[src/design/dafe_pkg.sv]
// ----------------------------------------------------------------------------
// dafe_pkg
// Shared types and constants for the decimal ASCII frame encoder.
// ----------------------------------------------------------------------------
package dafe_pkg;

    localparam int VALUE_W   = 16;
    localparam int CHAR_W    = 7;
    localparam int MAG_W     = 14;
    localparam int NDIG_W    = 3;
    localparam int QDEPTH    = 2;
    localparam int QPTR_W    = $clog2(QDEPTH);
    localparam int QCNT_W    = $clog2(QDEPTH + 1);

    localparam logic [CHAR_W-1:0] CH_START = 7'h40;
    localparam logic [CHAR_W-1:0] CH_END   = 7'h24;
    localparam logic [CHAR_W-1:0] CH_ZERO  = 7'h30;

    localparam logic [MAG_W-1:0] SAT_MAX = 14'd9999;

    // One classified value: four BCD digits (index 0 is the units) and the
    // number of digits to send, zero for a negative value.
    typedef struct packed {
        logic [3:0][3:0]    digits;
        logic [NDIG_W-1:0]  n_dig;
    } t_frame;

endpackage

[src/design/dafe_front.sv]
// ----------------------------------------------------------------------------
// dafe_front
// Accepts values, saturates them and splits them into decimal digits over
// three pipeline stages: thousands, then hundreds, then tens and units.
// ----------------------------------------------------------------------------
module dafe_front (
    input  logic                                i_clk,
    input  logic                                i_rst_n,
    input  logic                                i_valid,
    output logic                                o_ready,
    input  logic signed [dafe_pkg::VALUE_W-1:0] i_value,
    output logic                                o_push,
    input  logic                                i_push_ready,
    output dafe_pkg::t_frame                    o_frame
);

    // Largest k up to nine with k times the weight not above the value, by parallel compares.
    function automatic logic [3:0] get_digit(
        input logic [dafe_pkg::MAG_W-1:0] v,
        input logic [dafe_pkg::MAG_W-1:0] w
    );
        logic [3:0] q;
        q = 4'd0;
        for (int k = 1; k < 10; k++) begin
            if (v >= dafe_pkg::MAG_W'(k) * w) begin
                q = 4'(k);
            end
        end
        return q;
    endfunction

    logic                           en;
    logic [dafe_pkg::MAG_W-1:0]     sat_val;
    logic [dafe_pkg::NDIG_W-1:0]    ndig;
    logic [3:0]                     dig_a;
    logic [3:0]                     dig_b;
    logic [3:0]                     dig_c;
    logic [dafe_pkg::MAG_W-1:0]     rem_a;
    logic [dafe_pkg::MAG_W-1:0]     rem_b;
    logic [dafe_pkg::MAG_W-1:0]     rem_c;

    logic                           r_a_valid;
    logic                           r_b_valid;
    logic                           r_c_valid;
    logic [9:0]                     r_a_rem;
    logic [6:0]                     r_b_rem;
    logic [3:0]                     r_a_d3;
    logic [3:0]                     r_b_d3;
    logic [3:0]                     r_b_d2;
    logic [dafe_pkg::NDIG_W-1:0]    r_a_n;
    logic [dafe_pkg::NDIG_W-1:0]    r_b_n;
    dafe_pkg::t_frame               r_c_frame;

    // The whole pipeline stalls only when its last stage cannot push.
    assign en      = !r_c_valid || i_push_ready;
    assign o_ready = en;
    assign o_push  = r_c_valid;
    assign o_frame = r_c_frame;

    always_comb begin
        if (i_value[14:0] > 15'(dafe_pkg::SAT_MAX)) begin
            sat_val = dafe_pkg::SAT_MAX;
        end else begin
            sat_val = i_value[dafe_pkg::MAG_W-1:0];
        end
        priority if (i_value[dafe_pkg::VALUE_W-1]) begin
            ndig = 3'd0;
        end else if (sat_val >= 14'd1000) begin
            ndig = 3'd4;
        end else if (sat_val >= 14'd100) begin
            ndig = 3'd3;
        end else if (sat_val >= 14'd10) begin
            ndig = 3'd2;
        end else begin
            ndig = 3'd1;
        end
        dig_a = get_digit(sat_val, 14'd1000);
        rem_a = sat_val - dafe_pkg::MAG_W'(dig_a) * 14'd1000;
        dig_b = get_digit(dafe_pkg::MAG_W'(r_a_rem), 14'd100);
        rem_b = dafe_pkg::MAG_W'(r_a_rem) - dafe_pkg::MAG_W'(dig_b) * 14'd100;
        dig_c = get_digit(dafe_pkg::MAG_W'(r_b_rem), 14'd10);
        rem_c = dafe_pkg::MAG_W'(r_b_rem) - dafe_pkg::MAG_W'(dig_c) * 14'd10;
    end

    always_ff @(posedge i_clk) begin
        if (!i_rst_n) begin
            r_a_valid <= 1'b0;
            r_b_valid <= 1'b0;
            r_c_valid <= 1'b0;
        end else if (en) begin
            r_a_valid <= i_valid;
            r_b_valid <= r_a_valid;
            r_c_valid <= r_b_valid;
        end
    end

    always_ff @(posedge i_clk) begin
        if (en) begin
            r_a_rem   <= rem_a[9:0];
            r_a_d3    <= dig_a;
            r_a_n     <= ndig;
            r_b_rem   <= rem_b[6:0];
            r_b_d3    <= r_a_d3;
            r_b_d2    <= dig_b;
            r_b_n     <= r_a_n;
            r_c_frame <= '{digits: {r_b_d3, r_b_d2, dig_c, rem_c[3:0]}, n_dig: r_b_n};
        end
    end

endmodule

[src/design/dafe_queue.sv]
// ----------------------------------------------------------------------------
// dafe_queue
// Short register FIFO of classified values between front and back.
// ----------------------------------------------------------------------------
module dafe_queue (
    input  logic             i_clk,
    input  logic             i_rst_n,
    input  logic             i_push,
    output logic             o_push_ready,
    input  dafe_pkg::t_frame i_frame,
    output logic             o_valid,
    input  logic             i_pop,
    output dafe_pkg::t_frame o_frame
);

    dafe_pkg::t_frame              r_mem [dafe_pkg::QDEPTH];
    logic [dafe_pkg::QPTR_W-1:0]   r_wr_ptr;
    logic [dafe_pkg::QPTR_W-1:0]   r_rd_ptr;
    logic [dafe_pkg::QCNT_W-1:0]   r_count;
    logic                          wr_en;
    logic                          rd_en;

    assign o_push_ready = r_count != dafe_pkg::QCNT_W'(dafe_pkg::QDEPTH);
    assign o_valid      = r_count != '0;
    assign o_frame      = r_mem[r_rd_ptr];
    assign wr_en        = i_push && o_push_ready;
    assign rd_en        = i_pop && o_valid;

    always_ff @(posedge i_clk) begin
        if (!i_rst_n) begin
            r_wr_ptr <= '0;
            r_rd_ptr <= '0;
            r_count  <= '0;
        end else begin
            if (wr_en) begin
                r_wr_ptr <= (r_wr_ptr == dafe_pkg::QPTR_W'(dafe_pkg::QDEPTH - 1))
                            ? '0 : r_wr_ptr + 1'b1;
            end
            if (rd_en) begin
                r_rd_ptr <= (r_rd_ptr == dafe_pkg::QPTR_W'(dafe_pkg::QDEPTH - 1))
                            ? '0 : r_rd_ptr + 1'b1;
            end
            if (wr_en && !rd_en) begin
                r_count <= r_count + 1'b1;
            end else if (rd_en && !wr_en) begin
                r_count <= r_count - 1'b1;
            end
        end
    end

    always_ff @(posedge i_clk) begin
        if (wr_en) begin
            r_mem[r_wr_ptr] <= i_frame;
        end
    end

endmodule

[src/design/dafe_back.sv]
// ----------------------------------------------------------------------------
// dafe_back
// Sequences one classified value into its character run through an output
// register.
// ----------------------------------------------------------------------------
module dafe_back (
    input  logic                         i_clk,
    input  logic                         i_rst_n,
    input  logic                         i_q_valid,
    output logic                         o_q_pop,
    input  dafe_pkg::t_frame             i_q_frame,
    output logic                         o_valid,
    input  logic                         i_ready,
    output logic [dafe_pkg::CHAR_W-1:0]  o_out_char,
    output logic                         o_last
);

    logic                           r_busy;
    logic [2:0]                     r_pos;
    dafe_pkg::t_frame               r_item;
    logic                           r_out_valid;
    logic [dafe_pkg::CHAR_W-1:0]    r_out_char;
    logic                           r_out_last;

    logic                           n_busy;
    logic [2:0]                     n_pos;
    dafe_pkg::t_frame               n_item;
    logic                           n_out_valid;
    logic [dafe_pkg::CHAR_W-1:0]    n_out_char;
    logic                           n_out_last;
    logic                           adv;
    logic [1:0]                     dig_idx;

    assign o_valid    = r_out_valid;
    assign o_out_char = r_out_char;
    assign o_last     = r_out_last;

    assign adv     = !r_out_valid || i_ready;
    // Digits go out most significant first; position one is the top digit.
    assign dig_idx = 2'(r_item.n_dig - r_pos);

    always_comb begin
        n_busy      = r_busy;
        n_pos       = r_pos;
        n_item      = r_item;
        n_out_valid = r_out_valid;
        n_out_char  = r_out_char;
        n_out_last  = r_out_last;
        o_q_pop     = 1'b0;
        if (adv) begin
            if (r_busy) begin
                n_out_valid = 1'b1;
                if (r_pos <= r_item.n_dig) begin
                    n_out_char = dafe_pkg::CH_ZERO + dafe_pkg::CHAR_W'(r_item.digits[dig_idx]);
                    n_out_last = 1'b0;
                    n_pos      = r_pos + 3'd1;
                end else begin
                    n_out_char = dafe_pkg::CH_END;
                    n_out_last = 1'b1;
                    n_busy     = 1'b0;
                end
            end else if (i_q_valid) begin
                o_q_pop     = 1'b1;
                n_item      = i_q_frame;
                n_busy      = 1'b1;
                n_pos       = 3'd1;
                n_out_valid = 1'b1;
                n_out_char  = dafe_pkg::CH_START;
                n_out_last  = 1'b0;
            end else begin
                n_out_valid = 1'b0;
            end
        end
    end

    always_ff @(posedge i_clk) begin
        if (!i_rst_n) begin
            r_busy      <= 1'b0;
            r_out_valid <= 1'b0;
            r_pos       <= 3'd0;
        end else begin
            r_busy      <= n_busy;
            r_out_valid <= n_out_valid;
            r_pos       <= n_pos;
        end
    end

    always_ff @(posedge i_clk) begin
        r_item     <= n_item;
        r_out_char <= n_out_char;
        r_out_last <= n_out_last;
    end

endmodule

[src/design/decimal_ascii_frame_encoder_top.sv]
// ----------------------------------------------------------------------------
// decimal_ascii_frame_encoder_top
// Turns signed 16-bit values into framed ASCII decimal character runs.
// ----------------------------------------------------------------------------
// Each accepted word gives the run '@', the decimal digits without leading
// zeros ('0' for zero), then '$' flagged as last; a negative value gives
// "@$" and values above 9999 are sent as 9999. The output side sets the
// pace: a value with n digits gives a run of n + 2 characters, two to six
// per word, and runs follow each other without gaps while the queue holds
// the next word. A three-stage digit pipeline in front and a two-entry
// queue let new words be taken while a run is still going out; a taken word
// passes the pipeline and the queue before its start character goes out.
module decimal_ascii_frame_encoder_top (
    input  logic                                i_clk,
    input  logic                                i_rst_n,
    input  logic                                i_valid,
    output logic                                o_ready,
    input  logic signed [dafe_pkg::VALUE_W-1:0] i_value,
    output logic                                o_valid,
    input  logic                                i_ready,
    output logic [dafe_pkg::CHAR_W-1:0]         o_out_char,
    output logic                                o_last
);

    logic             push;
    logic             push_ready;
    dafe_pkg::t_frame push_frame;
    logic             q_valid;
    logic             q_pop;
    dafe_pkg::t_frame q_frame;

    dafe_front u_front (
        .i_clk        (i_clk),
        .i_rst_n      (i_rst_n),
        .i_valid      (i_valid),
        .o_ready      (o_ready),
        .i_value      (i_value),
        .o_push       (push),
        .i_push_ready (push_ready),
        .o_frame      (push_frame)
    );

    dafe_queue u_queue (
        .i_clk        (i_clk),
        .i_rst_n      (i_rst_n),
        .i_push       (push),
        .o_push_ready (push_ready),
        .i_frame      (push_frame),
        .o_valid      (q_valid),
        .i_pop        (q_pop),
        .o_frame      (q_frame)
    );

    dafe_back u_back (
        .i_clk      (i_clk),
        .i_rst_n    (i_rst_n),
        .i_q_valid  (q_valid),
        .o_q_pop    (q_pop),
        .i_q_frame  (q_frame),
        .o_valid    (o_valid),
        .i_ready    (i_ready),
        .o_out_char (o_out_char),
        .o_last     (o_last)
    );

endmodule
[config.mk]
export PLATFORM = sky130hd
export DESIGN_NAME = decimal_ascii_frame_encoder_top
export DESIGN_NICKNAME = d
export VERILOG_FILES = /design/src/design/dafe_pkg.sv /design/src/design/dafe_front.sv /design/src/design/dafe_queue.sv /design/src/design/dafe_back.sv /design/src/design/decimal_ascii_frame_encoder_top.sv
export SDC_FILE = /design/constraint.sdc
export NUM_CORES = 1
export LEC_CHECK = 0
export BUFFER_PORTS_ARGS = -buffer_cell sky130_fd_sc_hd__clkbuf_2
export CAP_MARGIN = 20
export CORE_ASPECT_RATIO = 1.1
export CORE_UTILIZATION = 40
export CTS_CLUSTER_DIAMETER = 150
export DETAILED_ROUTE_END_ITERATION = 7
export GPL_ROUTABILITY_DRIVEN = 1
export PLACE_DENSITY = 0.66
export REMOVE_ABC_BUFFERS = 1
export SLEW_MARGIN = 20
export SYNTH_ARGS = -nofsm -noshare
export SYNTH_HDL_FRONTEND = slang
export SYNTH_SLANG_ARGS = --single-unit
[constraint.sdc]
create_clock -name i_clk -period 9.32 [get_ports i_clk]
set_input_delay 1.398 -clock i_clk [delete_from_list [all_inputs] [get_ports i_clk]]
set_output_delay 1.398 -clock i_clk [all_outputs]
set_load 0.02 [all_outputs]
==> summary.md, run 1 <==
| Metric | Value |
|---|---|
| Pwr Density | 311.4 nW/um^2 |
| Layout cell share with drive strength beyond 1 | 0.1818 |
| Die H | 132.4 um |
| Largest family of logic cells by synthesized area | simple AND/OR/NAND/NOR gates |
| Number of max-cap violations | 0 |
| Core Rows | 47 |
| Global placement routability congestion | 0.8875 |
| Crit path from | i_value[13] |
| Status | finished, final reports clean |
| Iteration-0 DRC Markers | 205 |
| Num CTS Buffers | 17 |
| Fillcell total | 1355 |
| Setup bufs post-CTS | 0 |
| Compound-Gate Fraction of Synth Area | 0.09306 |
| Syn Inst Count | 472 |
| Worst hold path class | reg -> reg |
| Hold_buf cts | 0 |
| Gr ovfl total | 0 |
| Period utilization | 0.5856 |
| Final worst path period need | 5458 ps |
| Clk_skew | 5.577 ps |
| Cts repair resizes | 0 |
| Post-Syn Area | 6185 sq um |
| Leak | 2.703 nW |
| #FFs+latches synth | 131 |
| Hold path start | u_front.r_a_rem[0] |
| Initial Util | 0.4108 |
| Layout Cells excl Fill | 713 |
| Unrepaired setup endpoints after global routing | no |
| Post-synth cell types | 55 |
| Commonest cells in the netlist | edfxtp_1, inv_1, nor2_1 |
| Clk_lat worst skew | 410 ps |
| Relative slew slack | 0.3740 |
| # IOs | 30 |
| CTS max path bufs | 2 |
| CTS root buf | clkbuf_16 |
| Initial antenna violation count | 0 |
| Kind of end point of the critical path | register |
| NumNets Final | 555 |
| DP Wirelength | 7121 um |
| Placed instance count | 682 |
| Pin count of the biggest net entering global routing | 60 |
| Fmax | 183.2 MHz |
| Top Family by Delay on Critical Path | adder cells |
| CP Launch Type | input pin |
| Global-route wire length before repair | 16840 um |
| CP cell instances | clkbuf_2, or2_4, or3_4, nor3_2, o31ai_1, a221o_1, a2111oi_4, inv_1, fa_1, inv_1, fa_1, xor2_1, ha_1, o21ai_0, a32oi_1, xnor2_1, xnor2_1 |
| Dpl ws | 3388 ps |
| Slew @ Worst Pin | 938.9 ps |
| Worst IR Drop VDD | 142.2 uV |
| IO buf count | 29 |
| Post-synthesis xor/xnor area fraction | 0.03682 |
| Total Routing Usage GR | 0.1366 |
| Chip width | 120.6 um |
| Worst stage delay on the critical path | 600 ps |
| CTS H-Tree Depth | 4 |
| Synth Flop Type | edfxtp_1 |
| Detail Route Antenna Nets | 0 |
| Avg Cell Area, Syn | 13.10 sq um |
| Initial DRT Pass Iterations | 7 |
| Synth async-reset ratio | 0 |
| Final setup viols | 0 |
| Sink Count | 131 |
| Post-route setup slack | 3862 ps |
| CTS tree | yes |
| DRC | 0 |
| Via density per instance | 5.217 |
| Hold Vio Cnt, Final | 0 |
| Synth Area in Simple Gates | 0.09832 |
| Drt total wl | 10140 um |
| Post-synthesis sequential area ratio | 0.6166 |
| Largest cells by area after synthesis | edfxtp_1, ha_1, dfxtp_1 |
| EDFF count, synth | 119 |
| Die area | 15960 sq um |
| Multiplexer share of the synthesized area | 0.05078 |
| Startpoint of the worst register-to-register path | u_front.r_a_rem[6] |
| CP required | 9460 ps |
| Kind of critical path | in -> reg |
| CP bufs+invs | 3 |
| Number of global-route vias before repair | 3658 |
| Clock slew at the register clock pins of the worst setup and hold paths | 50 ps |
| Synth area leader | edfxtp_1 |
| CP arrival | 5600 ps |
| Synthesis-to-finish area growth | 14.93% |
| Synth top area share | 0.5778 |
| Critical path's slowest cell | fa_1 |
| Drt wl/cell | 14.22 um |
| Core ar. | 15050 sq um |
| Diode count | 0 |
| Most common cell in the netlist | edfxtp_1 |
| Final setup TNS | 0 ps |
| Fin. max-slew vios | 0 |
| Area share of fa/ha/maj cells after synthesis | 0.06919 |
| Total number of vias | 3720 |
| YS warnings | 0 |
| Worst Path Max Fanout | 5 |
registers in the layout, indices dropped and copies added (netlist names), 2 cells and up:
signal             flops
u_back.o_out_char      7
u_front.r_b_d3         4
u_back.r_item         19
u_back.r_pos           3
u_queue.r_mem         38
u_front.o_frame       19
u_front.r_b_d2         4
u_front.r_a_n          3
u_front.r_b_n          3
u_front.r_a_rem       10
u_front.r_a_d3         4
u_queue.r_count        2
u_front.r_b_rem        7
logic make-up after synthesis:
| logic type | after synthesis |
|---|---|
| AND/OR/NAND/NOR | 118 |
| adder cells (fa/ha/maj) | 30 |
| AO/OA/AOI/OAI | 85 |
| buffers and inverters | 58 |
| XOR/XNOR | 26 |
| multiplexers | 24 |
| flip-flops | 131 |
routing by layer:
metal,wire [um],track usage,share of wire
met5,0,0,0
met4,260,0.07407,0.026
met3,401,0.03664,0.040
met2,5347,0.2420,0.53
met1,4131,0.1470,0.41
final timing paths:
| kind | end | slack [ps] | cells past startpoint |
|---|---|---|---|
| setup / recovery | u_front.r_a_rem[9] | 3860 | 17 |
| hold / removal | u_front.r_b_rem[0] | 420 | 0 |
| setup reg to reg | u_front.r_b_rem[6] | 5960 | 12 |
| hold reg to reg | u_front.r_b_rem[0] | 420 | 0 |
where the power goes:
part | total, mW | switching, mW | internal, mW
sequential | 0.953 | 0.0986 | 0.854
combinational | 0.624 | 0.328 | 0.296
clock | 0.636 | 0.222 | 0.414
total | 2.21 | 0.649 | 1.56
area by class of cell:
class	instances	area (sq um)	area share
flip-flops and latches	131	3814	0.5365
multi-input cells	283	2158	0.3036
clock buffers	19	432.9	0.06090
well taps	196	245.2	0.03450
repair buffers	32	167.7	0.02359
inverters	40	150.1	0.02112
clock inverters	12	140.1	0.01971
worst register-to-register path, cell delays in order (launching register included):
cell	delay [ps]
edfxtp_1	530
nor4_1	450
o21ai_0	180
a311o_1	340
a21o_1	250
ha_1	240
fa_1	410
inv_1	80
a21o_1	130
a21oi_1	80
xnor2_1	140
xnor2_1	140
xnor2_1	140
per-stage QoR:
stage / util / hold slack, ps / instance area, sq um / power, mW
3_5_place_dp: 0.4341 / 404.5 / 6535 / 1.593
4_1_cts: 0.4722 / 417.7 / 7108 / 2.237
6_report: 0.4722 / 416.7 / 7108 / 2.213
3_3_place_gp: 0.4341 / 401.1 / 6535 / 1.554
5_1_grt: 0.4722 / 422.1 / 7108 / 2.345
2_1_floorplan: - / 400.3 / 6117 / 1.434
placed cells by master (no fill, tap or decap), drive strengths merged, types with 3 or more instances in the layout:
cell and n:
dfxtp 12, nor4 3, nand4 3, a31oi 7, ha 23, o31ai 4, nand2 23, nor2b 10
a21o 5, o211ai 5, nand3 6, nor2 34, fa 7, and3 4, xnor2 21, clkinv 7
a21boi 3, or2 6, a21oi 19, xor2 5, inv 40, buf 3, or3 4, bufinv 3
nor3 8, mux2 19, mux4 4, o21ai 21, clkbuf 48, edfxtp 119, and2 4, nand2b 7
No activity file was read; power rests on OpenSTA's default activity.
==> inputs of run 2 (changes only) <==
Clock period 9.32 ns to 5.4 ns, I/O delays scaled along.
==> run 2 against run 1 <==
- combinational power up 75%
- setup slack got worse by 3100 ps
- global-route usage is 0.40 points higher
- count of clock-buffer cells in the layout shrank 1
- first-iteration DRC count up 76%
- sequential share of layout area about the same
- final cell count rose by 0.28%
- critical endpoint unchanged
- largest cell class unchanged
==> summary.md, run 2 (synthesis gave the netlist of run 1 again) <==
| Metric | Value |
|---|---|
| Hold_buf cts | 0 (unchanged) |
| Worst Path Max Fanout | 5 (unchanged) |
| Flip-flop and latch area | 3814 sq um (unchanged) |
| R2R depth | 14 (+2) |
| DP Wirelength | 7157 um (+0.50%) |
| Fin. max-slew vios | 0 (unchanged) |
| Commonest non-fill, non-tap cell in the layout | edfxtp_1 |
| Clk pwr share | 0.281 (-0.007) |
| Flop-to-flop setup slack | 2050 ps (-3910 ps) |
| CP arrival | 4800 ps (-800 ps) |
| Clk_lat worst skew | 410 ps (about the same) |
| Unrepaired setup endpoints after global routing | no |
| Final worst path period need | 4648 ps |
| CTS H-Tree Depth | 4 (unchanged) |
| CTS root buf | clkbuf_16 |
| Leak | 2.699 nW (-0.16%) |
| Total number of vias | 3689 (-0.83%) |
| Final setup viols | 0 (unchanged) |
| Setup bufs post-CTS | 0 (unchanged) |
| # IOs | 30 (unchanged) |
| NumNets Final | 556 (+0.18%) |
| CTS max path bufs | 2 (unchanged) |
| Num CTS Buffers | 17 (unchanged) |
| Cts repair resizes | 0 (unchanged) |
| Relative slew slack | 0.3751 (+0.001052) |
| Part of the power in registers | 0.433 (+0.002) |
| Gr ovfl total | 0 (unchanged) |
| Core ar. | 15050 sq um (unchanged) |
| Number of max-cap violations | 0 (unchanged) |
| Kind of critical path | in -> reg |
| Fin util | 0.4723 (about the same) |
| Die area | 15960 sq um (unchanged) |
| Initial DRT Pass Iterations | 5 (-2) |
| Global-route wire length before repair | 17350 um (+3.0%) |
| Drt wl/cell | 14.42 um (+1.4%) |
| CTS tree | yes |
| Clock slew at the register clock pins of the worst setup and hold paths | 50 ps (about the same) |
| Global placement routability congestion | 0.8682 (-2.2%) |
| Final setup TNS | 0 ps (unchanged) |
| Layout cell share with drive strength beyond 1 | 0.1908 (+0.008933) |
| Die H | 132.4 um (unchanged) |
| CP required | 5560 ps (-3900 ps) |
| DRC | 0 (unchanged) |
| CP Launch Type | input pin |
| Via density per instance | 5.159 (-1.1%) |
| Synthesis-to-finish area growth | 14.97% (about the same) |
| Status | finished, final reports clean |
| Area of the multi-input gates | 2158 sq um (unchanged) |
| Post-route setup slack | 752.4 ps (-3110 ps) |
| Cell-internal power | 2.659 mW (+70%) |
| Chip width | 120.6 um (unchanged) |
| Detail Route Antenna Nets | 0 (unchanged) |
| Slew @ Worst Pin | 937.4 ps (-1.577 ps) |
| Pin count of the biggest net entering global routing | 60 (unchanged) |
| Most flop-heavy register | u_queue.r_mem |
| Sink Count | 131 (unchanged) |
| Worst hold stages | 0 (unchanged) |
| Combinational Power Share | 0.286 (+0.004) |
| Worst stage delay on the critical path | 580 ps (-20 ps) |
| Critical path's slowest cell | fa_1 |
| Diode count | 0 (unchanged) |
| Max FFs per register | 38 (unchanged) |
| Worst hold path class | reg -> reg |
| Fillcell total | 1363 (+0.59%) |
| Number of global-route vias before repair | 3659 (+0.027%) |
| Clk_skew | 7.537 ps (+1.961 ps) |
| Core Rows | 47 (unchanged) |
| Initial antenna violation count | 0 (unchanged) |
| Commonest cells after routing, fill and taps aside | edfxtp_1, inv_1, nor2_1, clkbuf_2 |
| IO buf count | 29 (unchanged) |
| Fmax | 215.2 MHz |
| Period utilization | 0.8607 |
| Worst IR Drop VDD | 242.5 uV (+71%) |
| Iteration-0 DRC Markers | 361 (+76%) |
| Initial Util | 0.4108 (unchanged) |
| WHS | 418.8 ps (+2.073 ps) |
| Dpl ws | 310.9 ps (-3077 ps) |
| Pwr Density | 535.7 nW/um^2 (+72%) |
| Kind of end point of the critical path | register |
| Sw frac | 0.3019 (+0.008459) |
| Total Routing Usage GR | 0.1406 (+0.004040) |
| CP cell instances | clkbuf_2, or2_4, or3_4, nor3_2, o31ai_1, a221o_1, a2111oi_4, inv_1, fa_1, inv_1, fa_1, xor2_1, ha_1, o21ai_0, a32oi_1, xnor2_1, xnor2_1 |
| Drt total wl | 10310 um (+1.7%) |
| Net Switching | 1.150 mW (+77%) |
| Hold Vio Cnt, Final | 0 (unchanged) |
-- run 2: changes by cell type in the layout (fill, tap and decap cells not counted), sizes merged --
cell | before | now
inv | 40 | 41
buf | 3 | 4
clkinv | 7 | 6
bufinv | 3 | 2
clkbuf | 48 | 47
clkinvlp | 2 | 5
-- run 2: layout make-up --
class,instances,share of cell area
Inverter,40,0.02112
Clock inverter,14,0.01953
Clock buffer,18,0.06036
Multi-Input combinational cell,283,0.3035
Timing Repair Buffer,33,0.02463
Tap cell,196,0.03449
Sequential cell,131,0.5363
-- run 2: per-stage QoR --
step / std cells / cell area, sq um / power [mW]
floorplan: 454 / 6117 / 2.475
global placement: 683 / 6543 / 2.680
detailed placement: 683 / 6543 / 2.756
CTS: 715 / 7111 / 3.848
global route: 715 / 7111 / 4.046
finish: 715 / 7111 / 3.809
-- run 2: critical path, delay by kind of cell --
kind                     cells  cell delay [ps]
buffers and inverters        3              360
AND/OR/NAND/NOR              3              840
AO/OA/AOI/OAI                5             1080
adder cells (fa/ha/maj)      3             1310
XOR/XNOR                     3              410
-- run 2: routing by layer --
layer / up-vias / share of wire / global-route usage
met5: - / 0 / 0
li1: 1803 / - / -
met1: 1784 / 0.41 / 0.1605
met3: 10 / 0.037 / 0.03707
met4: 0 / 0.012 / 0.05487
met2: 92 / 0.54 / 0.2494
-- run 2: power groups by stage --
| stage | Combinational, mW | Sequential, mW | Clock, mW |
|---|---|---|---|
| finish | 1.09 | 1.65 | 1.07 |
| global route | 1.23 | 1.68 | 1.14 |
| CTS | 1.10 | 1.65 | 1.10 |
| detailed placement | 1.09 | 1.67 | 0 |
| global placement | 1.04 | 1.64 | 0 |
| floorplan | 0.822 | 1.65 | 0 |
-- run 2: path summary, 6_finish.rpt --
| kind | start | endpoint |
|---|---|---|
| max | i_value[13] | u_front.r_a_rem[9] |
| min | u_front.r_a_d3[3] | u_front.r_b_d3[3] |
| max reg2reg | u_front.r_a_rem[3] | u_front.r_b_rem[6] |
| min reg2reg | u_front.r_a_d3[3] | u_front.r_b_d3[3] |
==> inputs of run 3 (changes only) <==
Settings changed: RECOVER_POWER set to 100.
==> run 3 against run 2 <==
- the run now ends with capacitance limit, slew limit left
- die area unchanged
- critical path depth down 1
- setup slack worse by 190 ps
- non-clock buffer count unchanged
- register-to-register slack about the same
==> summary.md, run 3 (synthesis gave the netlist of run 1 again) <==
| Metric | Value |
|---|---|
| Sink Count | 131 (unchanged) |
| Worst hold path class | reg -> reg |
| Core ar. | 15050 sq um (unchanged) |
| Max FFs per register | 38 (unchanged) |
| Relative slew slack | -1.033 (-1.408) |
| Hold_buf cts | 0 (unchanged) |
| Critical path's slowest cell | fa_1 |
| Chip width | 120.6 um (unchanged) |
| Clock slew at the register clock pins of the worst setup and hold paths | 50 ps (about the same) |
| CTS tree | yes |
| CP Launch Type | input pin |
| Status | complete, but fails checks |
| Die area | 15960 sq um (unchanged) |
| Die H | 132.4 um (unchanged) |
| Kind of end point of the critical path | register |
| IO buf count | 29 (unchanged) |
| Fin. max-slew vios | 60 (+60) |
| Number of global-route vias before repair | 3659 (unchanged) |
| Commonest cells after routing, fill and taps aside | edfxtp_1, inv_1, nor2_1, nand2_1, ha_1 |
| Period utilization | 0.8959 (+0.03525) |
| Pin count of the biggest net entering global routing | 60 (unchanged) |
| Failing checks | capacitance limit, slew limit |
| Leak | 2.646 nW (-2.0%) |
| Worst stage delay on the critical path | 580 ps (about the same) |
| Number of max-cap violations | 1 (+1) |
| CP cell instances | clkbuf_1, nand3_1, nor4_1, o31ai_1, a221o_1, a2111oi_4, inv_1, fa_1, inv_1, fa_1, xor2_1, ha_1, o21ai_0, a32oi_1, xnor2_1, xnor2_1 |
| Final setup TNS | 0 ps (unchanged) |
| Setup bufs post-CTS | 0 (unchanged) |
| Iteration-0 DRC Markers | 400 (+11%) |
| DP Wirelength | 7157 um (unchanged) |
| Global-route wire length before repair | 17350 um (unchanged) |
| Global placement routability congestion | 0.8682 (unchanged) |
| Drt wl/cell | 14.40 um (-0.16%) |
| Synthesis-to-finish area growth | 14.20% |
| Worst Path Max Fanout | 14 (+9) |
| Unrepaired setup endpoints after global routing | no |
| Via density per instance | 5.180 (+0.41%) |
| Drt total wl | 10300 um (-0.16%) |
| Commonest non-fill, non-tap cell in the layout | edfxtp_1 |
| Fin util | 0.4692 (-0.003158) |
| CP bufs+invs | 3 (unchanged) |
| CTS H-Tree Depth | 4 (unchanged) |
| Fmax | 206.7 MHz (-3.9%) |
| Top Family by Delay on Critical Path | adder cells |
| DRC | 0 (unchanged) |
| Final worst path period need | 4838 ps (+190.4 ps) |
| Diode count | 0 (unchanged) |
| Clk_skew | 7.161 ps (-0.3762 ps) |
| Gr ovfl total | 0 (unchanged) |
| NumNets Final | 556 (unchanged) |
| Slew @ Worst Pin | 3049 ps (+2112 ps) |
| # IOs | 30 (unchanged) |
| Worst IR Drop VDD | 242.6 uV (about the same) |
| Layout cell share with drive strength beyond 1 | 0.1464 (-0.04432) |
| Num CTS Buffers | 17 (unchanged) |
| Total Routing Usage GR | 0.1406 (unchanged) |
| Detail Route Antenna Nets | 0 (unchanged) |
| Most flop-heavy register | u_queue.r_mem |
| Pwr Density | 537.5 nW/um^2 (+0.34%) |
| CTS max path bufs | 2 (unchanged) |
| Clk_lat worst skew | 410 ps (about the same) |
| Total number of vias | 3704 (+0.41%) |
| CTS root buf | clkbuf_16 |
| Final setup viols | 0 (unchanged) |
| Hold Vio Cnt, Final | 0 (unchanged) |
| Kind of critical path | in -> reg |
| CP required | 5560 ps (about the same) |
| Initial antenna violation count | 0 (unchanged) |
| CP arrival | 4990 ps (+190 ps) |
| Cts repair resizes | 0 (unchanged) |
| Core Rows | 47 (unchanged) |
| Initial DRT Pass Iterations | 6 (+1) |
| Initial Util | 0.4108 (unchanged) |
## run 3: cell types whose count changed in the layout (fill, tap and decap cells not counted), moves of 2 or more
cell      change
and2_0        +3
mux2_1        +2
clkbuf_2     -12
clkbuf_1     +15
mux2_2        -2
and2_1        -3
buf_4         -3
## run 3: metal layers
layer / GRT usage / part of all wire
met5: 0 / 0
met4: 0.05487 / 0.014
met3: 0.03707 / 0.041
met2: 0.2494 / 0.54
met1: 0.1605 / 0.41
## run 3: final cells by class
class,count,area (sq um)
Multi-Input combinational cell,283,2137
Sequential cell,131,3814
Fill cell,1381,7991
Inverter,40,150.1
Clock inverter,14,138.9
Timing Repair Buffer,33,148.9
Clock buffer,18,429.2
Tap cell,196,245.2
## run 3: path summary, 6_finish.rpt
check,depth (start not counted),slack (ps),end,startpoint
worst max-delay path,16,560,u_front.r_a_rem[9],i_value[6]
worst max register to register,14,2040,u_front.r_b_rem[6],u_front.r_a_rem[3]
worst min register to register,0,420,u_front.r_b_d3[3],u_front.r_a_d3[3]
worst min-delay path,0,420,u_front.r_b_d3[3],u_front.r_a_d3[3]
## run 3: power by group
group,total [mW],switching (mW),internal [mW],leakage (nW)
registers,1.65,0.172,1.48,1.27
logic,1.07,0.578,0.496,1.11
clock network,1.07,0.398,0.674,0.266
## run 3: per-stage QoR
stage                     setup slack, ps  std cells  hold WS (ps)  area (sq um)  total power [mW]
after global placement              416.8        683         402.1          6543             2.680
after global routing                340.9        715         423.4          7063             4.034
final                               562.1        715         418.8          7063             3.796
after detailed placement            310.9        683         404.5          6543             2.756
after floorplan                     556.7        454         400.3          6117             2.475
after CTS                           754.4        715         419.2          7111             3.848
